===== config.mk =====
export PLATFORM = sky130hd
export DESIGN_NAME = white_patch_balance_flat
export DESIGN_NICKNAME = d
export VERILOG_FILES = /design/src/rtl/wpb_pkg.sv /design/src/rtl/wpb_ifs.sv /design/src/rtl/white_patch_balance.sv /design/src/rtl/wpb_lane.sv /design/src/rtl/wpb_merge.sv /design/src/flat_wrapper.sv
export SDC_FILE = /design/constraint.sdc
export NUM_CORES = 2
export LEC_CHECK = 0
export BUFFER_PORTS_ARGS = -buffer_cell sky130_fd_sc_hd__buf_2
export CAP_MARGIN = 40
export CORE_ASPECT_RATIO = 0.9
export CORE_MARGIN = 2
export CORE_UTILIZATION = 30
export CTS_CLUSTER_DIAMETER = 50
export DETAILED_ROUTE_END_ITERATION = 8
export GPL_TIMING_DRIVEN = 0
export PLACE_DENSITY = 0.52
export SYNTH_ARGS = -nofsm -noshare
export SYNTH_HDL_FRONTEND = slang
export SYNTH_SLANG_ARGS = --single-unit

===== constraint.sdc =====
create_clock -name clk -period 15.1 [get_ports clk]
set_clock_uncertainty 0.15 [all_clocks]
set_input_delay 2.265 -clock clk [delete_from_list [all_inputs] [get_ports clk]]
set_output_delay 2.265 -clock clk [all_outputs]
set_load 0.005 [all_outputs]

===== src/rtl/wpb_pkg.sv =====
`timescale 1ns / 1ps
// ----------------------------------------------------------------------------
// wpb_pkg
// Shared widths, codes and types of the white-patch white balance block.
// ----------------------------------------------------------------------------
package wpb_pkg;

  localparam int PIX_W          = 8;
  localparam int CFG_IDX_W      = 2;
  localparam int GAIN_FRAC_BITS = 16;

  // configuration register indexes
  localparam logic [CFG_IDX_W-1:0] REG_WHITE_RED   = 2'd0;
  localparam logic [CFG_IDX_W-1:0] REG_WHITE_GREEN = 2'd1;
  localparam logic [CFG_IDX_W-1:0] REG_WHITE_BLUE  = 2'd2;

  // pixel commands
  localparam logic CMD_GATHER = 1'b0;
  localparam logic CMD_APPLY  = 1'b1;

  localparam logic [PIX_W-1:0] WHITE_RESET = 8'd255;

  // per-transaction strobes handed to every channel lane
  typedef struct packed {
    logic gather;
    logic apply;
    logic last;
  } lane_ctrl_t;

endpackage


===== src/rtl/wpb_ifs.sv =====
`timescale 1ns / 1ps
// ----------------------------------------------------------------------------
// wpb interfaces
// Pixel input, balanced result and configuration write channels.
// ----------------------------------------------------------------------------
interface wpb_pix_if;
  logic                     valid;
  logic                     ready;
  logic                     cmd;
  logic [wpb_pkg::PIX_W-1:0] pix_red;
  logic [wpb_pkg::PIX_W-1:0] pix_green;
  logic [wpb_pkg::PIX_W-1:0] pix_blue;
  logic                     last_pixel;

  modport source (output valid, cmd, pix_red, pix_green, pix_blue, last_pixel,
                  input ready);
  modport sink   (input valid, cmd, pix_red, pix_green, pix_blue, last_pixel,
                  output ready);
endinterface

interface wpb_res_if;
  logic                     valid;
  logic                     ready;
  logic [wpb_pkg::PIX_W-1:0] out_red;
  logic [wpb_pkg::PIX_W-1:0] out_green;
  logic [wpb_pkg::PIX_W-1:0] out_blue;
  logic                     out_last;

  modport source (output valid, out_red, out_green, out_blue, out_last,
                  input ready);
  modport sink   (input valid, out_red, out_green, out_blue, out_last,
                  output ready);
endinterface

interface wpb_cfg_if;
  logic                         valid;
  logic                         ready;
  logic [wpb_pkg::CFG_IDX_W-1:0] index;
  logic [wpb_pkg::PIX_W-1:0]     data;

  modport source (output valid, index, data, input ready);
  modport sink   (input valid, index, data, output ready);
endinterface


===== src/rtl/white_patch_balance.sv =====
`timescale 1ns / 1ps
// Gather pixel: one per cycle; the last gather pixel holds the input off while
//   the lanes divide, one quotient bit a cycle.
// Apply pixel: the product register, then the saturating output register once it
//   has room; the input is held off until the products are handed on.
// Reset (rst, synchronous): targets return to 255, peaks and gains to 0,
//   the output register empties.
// ----------------------------------------------------------------------------
// white_patch_balance
// Per-channel white-patch balance over a twice-presented RGB frame.
// ----------------------------------------------------------------------------
module white_patch_balance #(
  parameter int GAIN_FRACTION_BITS = wpb_pkg::GAIN_FRAC_BITS
) (
  input  logic      clk,
  input  logic      rst,
  wpb_pix_if.sink   pix,
  wpb_res_if.source res,
  wpb_cfg_if.sink   cfg
);

  localparam int PROD_W = 2 * wpb_pkg::PIX_W + GAIN_FRACTION_BITS;

  // control states
  localparam logic [1:0] S_IDLE = 2'd0;  // take the next pixel
  localparam logic [1:0] S_DIV  = 2'd1;  // lanes work out fresh gains
  localparam logic [1:0] S_MUL  = 2'd2;  // products ready, wait for output slot

  logic [1:0] state;
  logic [1:0] state_next;

  logic [wpb_pkg::PIX_W-1:0] white_red;
  logic [wpb_pkg::PIX_W-1:0] white_green;
  logic [wpb_pkg::PIX_W-1:0] white_blue;

  logic                pix_take;
  wpb_pkg::lane_ctrl_t ctrl;
  logic                busy_red;
  logic                busy_green;
  logic                busy_blue;
  logic [PROD_W-1:0]   prod_red;
  logic [PROD_W-1:0]   prod_green;
  logic [PROD_W-1:0]   prod_blue;
  logic                last;
  logic                free;
  logic                load;

  // Configuration: always ready; an unknown index is dropped. The user must let writes
  // arrive only while idle so gain divisions see stable targets; not enforced by the block.
  assign cfg.ready = 1'b1;

  always_ff @(posedge clk) begin
    if (rst) begin
      white_red   <= wpb_pkg::WHITE_RESET;
      white_green <= wpb_pkg::WHITE_RESET;
      white_blue  <= wpb_pkg::WHITE_RESET;
    end else if (cfg.valid) begin
      case (cfg.index)
        wpb_pkg::REG_WHITE_RED:   white_red   <= cfg.data;
        wpb_pkg::REG_WHITE_GREEN: white_green <= cfg.data;
        wpb_pkg::REG_WHITE_BLUE:  white_blue  <= cfg.data;
        default: ;
      endcase
    end
  end

  // Pixel intake: one transaction at a time through the idle state.
  assign pix.ready = (state == S_IDLE);
  assign pix_take  = pix.valid && pix.ready;

  always_comb begin
    ctrl.gather = pix_take && (pix.cmd == wpb_pkg::CMD_GATHER);
    ctrl.apply  = pix_take && (pix.cmd == wpb_pkg::CMD_APPLY);
    ctrl.last   = pix.last_pixel;
  end

  // Hand the products to the output register once it has room.
  assign load = (state == S_MUL) && free;

  always_comb begin
    state_next = state;
    case (state)
      S_IDLE: begin
        if (ctrl.apply) begin
          state_next = S_MUL;
        end else if (ctrl.gather && ctrl.last) begin
          state_next = S_DIV;
        end
      end
      S_DIV: begin
        if (!(busy_red || busy_green || busy_blue)) begin
          state_next = S_IDLE;
        end
      end
      S_MUL: begin
        if (free) begin
          state_next = S_IDLE;
        end
      end
      default: state_next = S_IDLE;
    endcase
  end

  always_ff @(posedge clk) begin
    if (rst) begin
      state <= S_IDLE;
    end else begin
      state <= state_next;
    end
  end

  // Hold the frame-end flag of the apply pixel alongside its products.
  always_ff @(posedge clk) begin
    if (ctrl.apply) begin
      last <= pix.last_pixel;
    end
  end

  // Three lanes, one per colour channel, run in lock step.
  wpb_lane #(.FRAC(GAIN_FRACTION_BITS)) u_lane_red (
    .clk   (clk),
    .rst   (rst),
    .ctrl  (ctrl),
    .pix   (pix.pix_red),
    .white (white_red),
    .busy  (busy_red),
    .prod  (prod_red)
  );

  wpb_lane #(.FRAC(GAIN_FRACTION_BITS)) u_lane_green (
    .clk   (clk),
    .rst   (rst),
    .ctrl  (ctrl),
    .pix   (pix.pix_green),
    .white (white_green),
    .busy  (busy_green),
    .prod  (prod_green)
  );

  wpb_lane #(.FRAC(GAIN_FRACTION_BITS)) u_lane_blue (
    .clk   (clk),
    .rst   (rst),
    .ctrl  (ctrl),
    .pix   (pix.pix_blue),
    .white (white_blue),
    .busy  (busy_blue),
    .prod  (prod_blue)
  );

  // Saturate and register the combined result.
  wpb_merge #(.FRAC(GAIN_FRACTION_BITS)) u_merge (
    .clk        (clk),
    .rst        (rst),
    .load       (load),
    .last       (last),
    .prod_red   (prod_red),
    .prod_green (prod_green),
    .prod_blue  (prod_blue),
    .free       (free),
    .res        (res)
  );

endmodule


===== src/rtl/wpb_lane.sv =====
`timescale 1ns / 1ps
// ----------------------------------------------------------------------------
// wpb_lane
// One colour channel: running peak, bit-serial gain divider, gain multiply.
// ----------------------------------------------------------------------------
module wpb_lane #(
  parameter int FRAC = wpb_pkg::GAIN_FRAC_BITS
) (
  input  logic                                        clk,
  input  logic                                        rst,
  input  wpb_pkg::lane_ctrl_t                         ctrl,
  input  logic [wpb_pkg::PIX_W-1:0]                   pix,
  input  logic [wpb_pkg::PIX_W-1:0]                   white,
  output logic                                        busy,
  output logic [2*wpb_pkg::PIX_W+FRAC-1:0]            prod
);

  localparam int GAIN_W = wpb_pkg::PIX_W + FRAC;
  localparam int PROD_W = wpb_pkg::PIX_W + GAIN_W;
  localparam int CNT_W  = $clog2(GAIN_W + 1);

  logic [wpb_pkg::PIX_W-1:0] peak;
  logic [wpb_pkg::PIX_W-1:0] peak_next;
  logic [wpb_pkg::PIX_W-1:0] divisor;
  logic [wpb_pkg::PIX_W-1:0] rem;
  logic [GAIN_W-1:0]         quo;
  logic [GAIN_W-1:0]         quo_next;
  logic [GAIN_W-1:0]         gain;
  logic [CNT_W-1:0]          cnt;
  logic                      zero_peak;
  logic [wpb_pkg::PIX_W:0]   rem_sh;
  logic [wpb_pkg::PIX_W:0]   rem_diff;
  logic                      fits;
  logic [wpb_pkg::PIX_W-1:0] rem_next;

  assign peak_next = (pix > peak) ? pix : peak;

  // one quotient bit per cycle while busy
  always_comb begin
    rem_sh   = {rem, quo[GAIN_W-1]};
    rem_diff = rem_sh - {1'b0, divisor};
    fits     = (rem_sh >= {1'b0, divisor});
    rem_next = fits ? rem_diff[wpb_pkg::PIX_W-1:0] : rem_sh[wpb_pkg::PIX_W-1:0];
    quo_next = {quo[GAIN_W-2:0], fits};
  end

  always_ff @(posedge clk) begin
    if (rst) begin
      peak <= '0;
      gain <= '0;
      busy <= 1'b0;
      cnt  <= '0;
    end else begin
      if (ctrl.gather) begin
        if (ctrl.last) begin
          peak <= '0;
          busy <= 1'b1;
          cnt  <= CNT_W'(GAIN_W);
        end else begin
          peak <= peak_next;
        end
      end
      if (busy) begin
        cnt <= cnt - CNT_W'(1);
        if (cnt == CNT_W'(1)) begin
          busy <= 1'b0;
          gain <= zero_peak ? '0 : quo_next;
        end
      end
    end
  end

  // divider datapath and product register
  always_ff @(posedge clk) begin
    if (ctrl.gather && ctrl.last) begin
      divisor   <= peak_next;
      zero_peak <= (peak_next == '0);
      rem       <= '0;
      quo       <= {white, {FRAC{1'b0}}};
    end else if (busy) begin
      rem <= rem_next;
      quo <= quo_next;
    end
    if (ctrl.apply) begin
      prod <= PROD_W'(pix) * PROD_W'(gain);
    end
  end

endmodule


===== src/rtl/wpb_merge.sv =====
`timescale 1ns / 1ps
// ----------------------------------------------------------------------------
// wpb_merge
// Combine the lane products into one saturated, registered result.
// ----------------------------------------------------------------------------
module wpb_merge #(
  parameter int FRAC = wpb_pkg::GAIN_FRAC_BITS
) (
  input  logic                             clk,
  input  logic                             rst,
  input  logic                             load,
  input  logic                             last,
  input  logic [2*wpb_pkg::PIX_W+FRAC-1:0] prod_red,
  input  logic [2*wpb_pkg::PIX_W+FRAC-1:0] prod_green,
  input  logic [2*wpb_pkg::PIX_W+FRAC-1:0] prod_blue,
  output logic                             free,
  wpb_res_if.source                        res
);

  localparam int PW    = wpb_pkg::PIX_W;
  localparam int PROD_W = 2 * PW + FRAC;

  logic [PW-1:0] sat_red;
  logic [PW-1:0] sat_green;
  logic [PW-1:0] sat_blue;

  // saturate at full scale when any bit above the integer byte is set
  always_comb begin
    sat_red   = (|prod_red[PROD_W-1:FRAC+PW])   ? '1 : prod_red[FRAC+PW-1:FRAC];
    sat_green = (|prod_green[PROD_W-1:FRAC+PW]) ? '1 : prod_green[FRAC+PW-1:FRAC];
    sat_blue  = (|prod_blue[PROD_W-1:FRAC+PW])  ? '1 : prod_blue[FRAC+PW-1:FRAC];
  end

  assign free = !res.valid || res.ready;

  always_ff @(posedge clk) begin
    if (rst) begin
      res.valid <= 1'b0;
    end else if (load) begin
      res.valid <= 1'b1;
    end else if (res.ready) begin
      res.valid <= 1'b0;
    end
  end

  always_ff @(posedge clk) begin
    if (load) begin
      res.out_red   <= sat_red;
      res.out_green <= sat_green;
      res.out_blue  <= sat_blue;
      res.out_last  <= last;
    end
  end

endmodule


===== src/flat_wrapper.sv =====
// flat-port wrapper written by rule: the top's interface ports become plain ports
module white_patch_balance_flat 
#(
  parameter int GAIN_FRACTION_BITS = wpb_pkg::GAIN_FRAC_BITS
)
  (clk, rst, pix_valid, pix_cmd, pix_pix_red, pix_pix_green, pix_pix_blue, pix_last_pixel, pix_ready, res_valid, res_out_red, res_out_green, res_out_blue, res_out_last, res_ready, cfg_valid, cfg_index, cfg_data, cfg_ready);
  wpb_pix_if pix_i ();
  wpb_res_if res_i ();
  wpb_cfg_if cfg_i ();
  input  logic clk;
  input  logic rst;
  input wire logic [$bits(pix_i.valid)-1:0] pix_valid;
  input wire logic [$bits(pix_i.cmd)-1:0] pix_cmd;
  input wire logic [$bits(pix_i.pix_red)-1:0] pix_pix_red;
  input wire logic [$bits(pix_i.pix_green)-1:0] pix_pix_green;
  input wire logic [$bits(pix_i.pix_blue)-1:0] pix_pix_blue;
  input wire logic [$bits(pix_i.last_pixel)-1:0] pix_last_pixel;
  output wire logic [$bits(pix_i.ready)-1:0] pix_ready;
  output wire logic [$bits(res_i.valid)-1:0] res_valid;
  output wire logic [$bits(res_i.out_red)-1:0] res_out_red;
  output wire logic [$bits(res_i.out_green)-1:0] res_out_green;
  output wire logic [$bits(res_i.out_blue)-1:0] res_out_blue;
  output wire logic [$bits(res_i.out_last)-1:0] res_out_last;
  input wire logic [$bits(res_i.ready)-1:0] res_ready;
  input wire logic [$bits(cfg_i.valid)-1:0] cfg_valid;
  input wire logic [$bits(cfg_i.index)-1:0] cfg_index;
  input wire logic [$bits(cfg_i.data)-1:0] cfg_data;
  output wire logic [$bits(cfg_i.ready)-1:0] cfg_ready;
  assign pix_i.valid = pix_valid;
  assign pix_i.cmd = pix_cmd;
  assign pix_i.pix_red = pix_pix_red;
  assign pix_i.pix_green = pix_pix_green;
  assign pix_i.pix_blue = pix_pix_blue;
  assign pix_i.last_pixel = pix_last_pixel;
  assign pix_ready = pix_i.ready;
  assign res_valid = res_i.valid;
  assign res_out_red = res_i.out_red;
  assign res_out_green = res_i.out_green;
  assign res_out_blue = res_i.out_blue;
  assign res_out_last = res_i.out_last;
  assign res_i.ready = res_ready;
  assign cfg_i.valid = cfg_valid;
  assign cfg_i.index = cfg_index;
  assign cfg_i.data = cfg_data;
  assign cfg_ready = cfg_i.ready;
  white_patch_balance #(.GAIN_FRACTION_BITS(GAIN_FRACTION_BITS)) u_core (.clk(clk), .rst(rst), .pix(pix_i), .res(res_i), .cfg(cfg_i));
endmodule

# --- Word level (Yosys, flattened, before mapping) ---
# Cells that the tools add are included.
totals:
  reg_bits: 386
  elab_cells: 145
  input_bits: 41
  out_inout_bits: 28
classes:
  n_mux: 42
  n_reduce_logical: 37
  n_bitwise: 1
  eq_ne: 10
  n_mul: 3
  magnitude_cmp: 6
  addsub: 6
op_table:
  columns: ["cell", "n"]
  rows:
  - ["$mux 24", 9]
  - ["$mul 8x24->32", 3]
  - ["$mux 8", 9]
  - ["$ge 9x8->1", 3]
  - ["$mux 5", 5]
  - ["$gt 8x8->1", 3]
  - ["$logic_not 8->1", 3]
  - ["$reduce_or 8->1", 3]
  - ["$sub 8x8->8", 3]
  - ["$reduce_bool 2->1", 10]
  - ["$reduce_and 2->1", 9]
  - ["$eq 5x1->1 const B", 3]
  - ["$sub 5x1->5 const B", 3]
  - ["$mux 1", 14]
  - ["$mux 2", 4]
  - ["$pmux 2 s3", 1]
  - ["$logic_and 1x1->1", 5]
  - ["$eq 2x1->1 const B", 2]
  - ["$eq 2x2->1 const B", 2]
  - ["$logic_not 2->1", 2]
  - ["$logic_or 1x1->1", 3]
  - ["$ne 3x3->1 const B", 1]
  - ["$reduce_and 3->1", 1]
  - ["$ne 2x1->1 const B", 1]
  - ["other kinds (3)", 3]

# --- Logic depth before layout (Yosys ltp) ---
logic_depth:
  depth_word: 7
  mapped_depth: 20
  depth_no_buf: 19

# --- Hierarchy ---
# A second synthesis with hierarchy kept.
unflattened:
  hier_cells: 3535
  hier_area_um2: 34244.1
by_module_without_submodules:
  columns: ["module", "cells_each", "area_each_um2", "n_inst", "seq_area_each_um2"]
  rows:
  - ["wpb_lane at u_core.u_lane_blue", 1148, 10880.4, 1, 2712.6]
  - ["wpb_lane at u_core.u_lane_green", 1136, 10780.3, 1, 2712.6]
  - ["wpb_lane at u_core.u_lane_red", 1085, 10480.1, 1, 2712.6]
  - ["white_patch_balance", 107, 1062.3, 1, 550.5]
  - ["wpb_merge", 59, 1041.0, 1, 770.7]

# --- Least setup slack after synthesis ---
# No wires, ideal clock.
synth_path:
  path_type: "input port to flip-flop"
  from: "input pix_pix_green[2]"
  to: "register u_core.u_lane_green.prod[31] in the netlist's numbering (data pin)"
  setup_ns: 0.260
  n_path_buf: 1
  slack_ns: 8.291
  t_required_ns: 14.690
  cell_stages: 18
  arrival_time_ns: 6.400
  path_cell_list: "clkbuf_1 > and2_1 > fa_1 > fa_1 > fa_1 > inv_1 > fa_1 > inv_1 > ha_1 > a21oi_1 > a211oi_1 > o21ai_1 > a311oi_2 > a21oi_2 > o21ai_1 > a21o_1 > a21oi_1 > xnor2_1"
synth_via:
  elab_chain_len: 1
synth_rtl:
  columns: ["element", "line", "rtl"]
  rows:
  - ["start: declaration", "flat_wrapper.sv:15", "input wire logic [$bits(pix_i.pix_green)-1:0] pix_pix_green;"]
  - ["$mul 8x24->32", "wpb_lane.sv:85", "prod <= PROD_W'(pix) * PROD_W'(gain);"]
  - ["end signal: assignment", "wpb_lane.sv:85", null]
  - ["end: declaration", "wpb_lane.sv:15", "output logic [2*wpb_pkg::PIX_W+FRAC-1:0] prod"]
# Every way passes these cells.
# A chain may end at the register's enable or synchronous reset.

# --- Worst setup path after layout ---
layout_path:
  from: "input pix_pix_red[2]"
  to: "register u_core.u_lane_red.prod[31] in the netlist's numbering (data pin)"
layout_via:
  elab_chain_len: 1
layout_rtl:
  columns: ["element", "line", "rtl"]
  rows:
  - ["start: declaration", "flat_wrapper.sv:14", "input wire logic [$bits(pix_i.pix_red)-1:0] pix_pix_red;"]
  - ["$mul 8x24->32", "wpb_lane.sv:85", null]
  - ["end signal: assignment", "wpb_lane.sv:85", null]
  - ["end: declaration", "wpb_lane.sv:15", null]
# Every way passes these cells.

==> metrics <==
CTS Hold Buffers Added 0; area of the core 100000 um2; All-Layer GR Usage 14.3%; Crit path required time 15.28 ns; RSZ-0062 raised after global routing false; Root Driver clkbuf_16; Avg Cell Area, Syn 9.91 um2; clk buf depth 3; top-level I/O count 69; CP Capture Type flip-flop; Post-CTS Setup Bufs 0; Final Max Tran Viols 0; reg-to-reg startpoint u_core.u_lane_blue.gain[4]$_SDFFE_PP0P_; full die area 104000 um2; TritonCTS buffer count 43; cells on worst reg2reg path 16; share of cells above drive strength 1 6.55%; CP cell instances buf_2, clkbuf_1, nand2_1, fa_1, fa_1, inv_1, fa_1, fa_1, ha_1, a21o_1, a211o_1, o211ai_1, a31oi_1, o21ai_0, a31oi_1, a21o_1, a21oi_1, xnor2_1; Port Buf Inserts 63; Seq/Total Area, Yosys 26.5%; most used cell, CP fa_1; clk slew on worst S/H paths 0.06 ns; DRT iter0 DRCs 1153; outcome finished clean; Async S/R FF share, synth 0%; Final Cycle Share 49.5%; Yosys top cell area share 26.2%; Least-Margin Pin Slew 0.824 ns; num rows 110; Reg2Reg Capture Point u_core.u_lane_blue.prod[31]$_DFFE_PP_; CTS tree yes; largest net degree at the start of global routing 29; via/cell ratio 4.59; htree depth 2; Final Wtd Congestion 0.800; final setup fails 0; final hold vios 0; initial antenna violation count 7; max cap viols 0; Slew headroom 45.0%; Syn. warnings 0; Post-Synthesis Cell Area 30300 um2; routed via count 20900; Hold Path End u_core.u_merge.res.out_last$_DFFE_PP_; starting density of the core 30.3%; synth-to-layout area growth 11.6%; number of synthesized flops with an enable pin 125; class of the worst hold path reg2reg; Leak 16.2 nW; Worst-Skew Late Latency 0.58 ns; VDD IR-drop max 0.0000767 V; Die Y 305 um; Syn Inst Count 3057; most common cell after layout, fill and taps aside and2_1; Setup crit start kind input port; PwrDens 71.9 nW/um2; Crit path largest cell delay 0.56 ns; ranking of synthesized cells by area fa_1 (26%), dfxtp_1 (14%), edfxtp_1 (12%), and2_1 (9.1%), ha_1 (8.3%); worst setup path class in2reg; grt ovf 0; drt drc 0; post-CTS sizing 0; Post-DP HPWL 57900 um; Top FF cell, synth dfxtp_1; final wirelength 73300 um; CP max stage cell clkbuf_1; WP data arrival 7.66 ns; Netlist cell types 68; CTS sink cnt 338; pre-CTS setup slack 6.95 ns; Hold Startpoint u_core.last$_DFFE_PP_; first drt pass iteration count 5; Routed Antenna Nets 0; Final #Nets 3808; flop2flop setup slack 9.53 ns; largest area contributor in the netlist fa_1; commonest cells after routing, fill and taps aside and2_1 (441), inv_1 (407), fa_1 (396), nand2_1 (267), dfxtp_1 (213); Yosys reg bits 338; fmax 0.134 GHz; first-pass GRT wire length 120000 um; Overall Power 2.43 mW; chip width 339 um; Worst Hold Path Cells 0; crit path max fanout 10; setup ws final 7.63 ns; Syn Nets 3695; vias in the first global route 21500; setup TNS 0 ns; Avg WL per Cell 16.1 um; Tmin final 7.47 ns
==> flip-flops by register name (all words and copies together) (netlist names), 16 cells and up <==
signal / cells
u_core.u_lane_red.quo: 24
u_core.u_lane_blue.gain: 24
u_core.u_lane_green.gain: 24
u_core.u_lane_blue.prod: 16
u_core.u_lane_red.gain: 24
u_core.u_lane_green.prod: 16
u_core.u_lane_red.prod: 16
u_core.u_lane_blue.quo: 24
u_core.u_lane_green.quo: 24
==> final cells by class <==
class	count	area (um2)
fillers	10300	66300
inverters	407	1530
multi-input cells	2176	20200
well taps	1344	1680
clock inverters	22	174
diodes	2	5.00
plain buffers	136	551
flip-flops and latches	338	8020
repair buffers	68	405
clock buffers	58	1220
==> cells by family after synthesis <==
kind of cell	share of synthesized area (%)
other cells	0.0124
simple gates	18.2
buf+inv	6.86
xor+xnor	2.00
flops	26.5
compound gates	9.15
fa+ha+maj	34.5
mux	2.85
==> through the flow <==
step,hold WS (ns),cell area [um2],utilization (%),std cells
floorplan,0.250,30300,-,3057
detailed placement,0.257,32400,32.4,4469
finish,0.272,33800,33.8,4551
global placement,0.254,32300,32.3,4464
CTS,0.271,33800,33.8,4549
global route,0.277,33800,33.8,4549
==> worst max-delay path, delay by kind of cell <==
kind	cells	cell delay, ns
AO/OA/AOI/OAI	8	1.93
XOR/XNOR	1	0.07
adder cells (fa/ha/maj)	5	2.32
buffers and inverters	3	0.88
AND/OR/NAND/NOR	1	0.17
==> how the worst max path moves through the flow <==
stage                      from                                endpoint  slack (ns)  cells past startpoint
4_1_cts         pix_pix_blue[2]   u_core.u_lane_blue.prod[31]$_DFFE_PP_        7.54                     19
3_3_place_gp     pix_pix_red[2]    u_core.u_lane_red.prod[31]$_DFFE_PP_        6.97                     18
5_1_grt         pix_pix_blue[2]   u_core.u_lane_blue.prod[31]$_DFFE_PP_        7.29                     19
3_5_place_dp    pix_pix_blue[2]   u_core.u_lane_blue.prod[31]$_DFFE_PP_        6.95                     19
6_report         pix_pix_red[2]    u_core.u_lane_red.prod[31]$_DFFE_PP_        7.63                     18
2_1_floorplan  pix_pix_green[2]  u_core.u_lane_green.prod[31]$_DFFE_PP_        8.29                     18
==> synth_stat cells (all sizes together) (12+ instances only) <==
| library cell | number |
|---|---|
| a211o | 13 |
| edfxtp | 125 |
| nor4 | 17 |
| o21a | 14 |
| clkbuf | 110 |
| a21o | 50 |
| dfxtp | 213 |
| a22o | 94 |
| nand2 | 268 |
| nor2b | 32 |
| and2 | 441 |
| or2 | 25 |
| a21oi | 91 |
| mux2 | 20 |
| xor2 | 37 |
| nand4 | 15 |
| inv | 407 |
| mux2i | 63 |
| fa | 396 |
| buf | 26 |
| ha | 201 |
| nor3 | 17 |
| xnor2 | 32 |
| nand3 | 38 |
| nor2 | 108 |
| nand3b | 26 |
| o21ai | 70 |
| nand2b | 15 |
| and3 | 12 |
==> layer usage <==
metal,GRT usage (%),up-vias,part of all wire (%)
li1,-,10100,-
met4,2.76,4,1.5
met2,21.8,292,43
met1,21.6,10400,51
met5,0,-,0.026
met3,2.11,83,3.8
==> power by group <==
part           leakage (nW)  internal (mW)  switching, mW
clock                 0.685          0.581          0.426
sequential             2.85           1.00         0.0396
combinational          12.6          0.160          0.220
(Power assumes the default switching activity.)
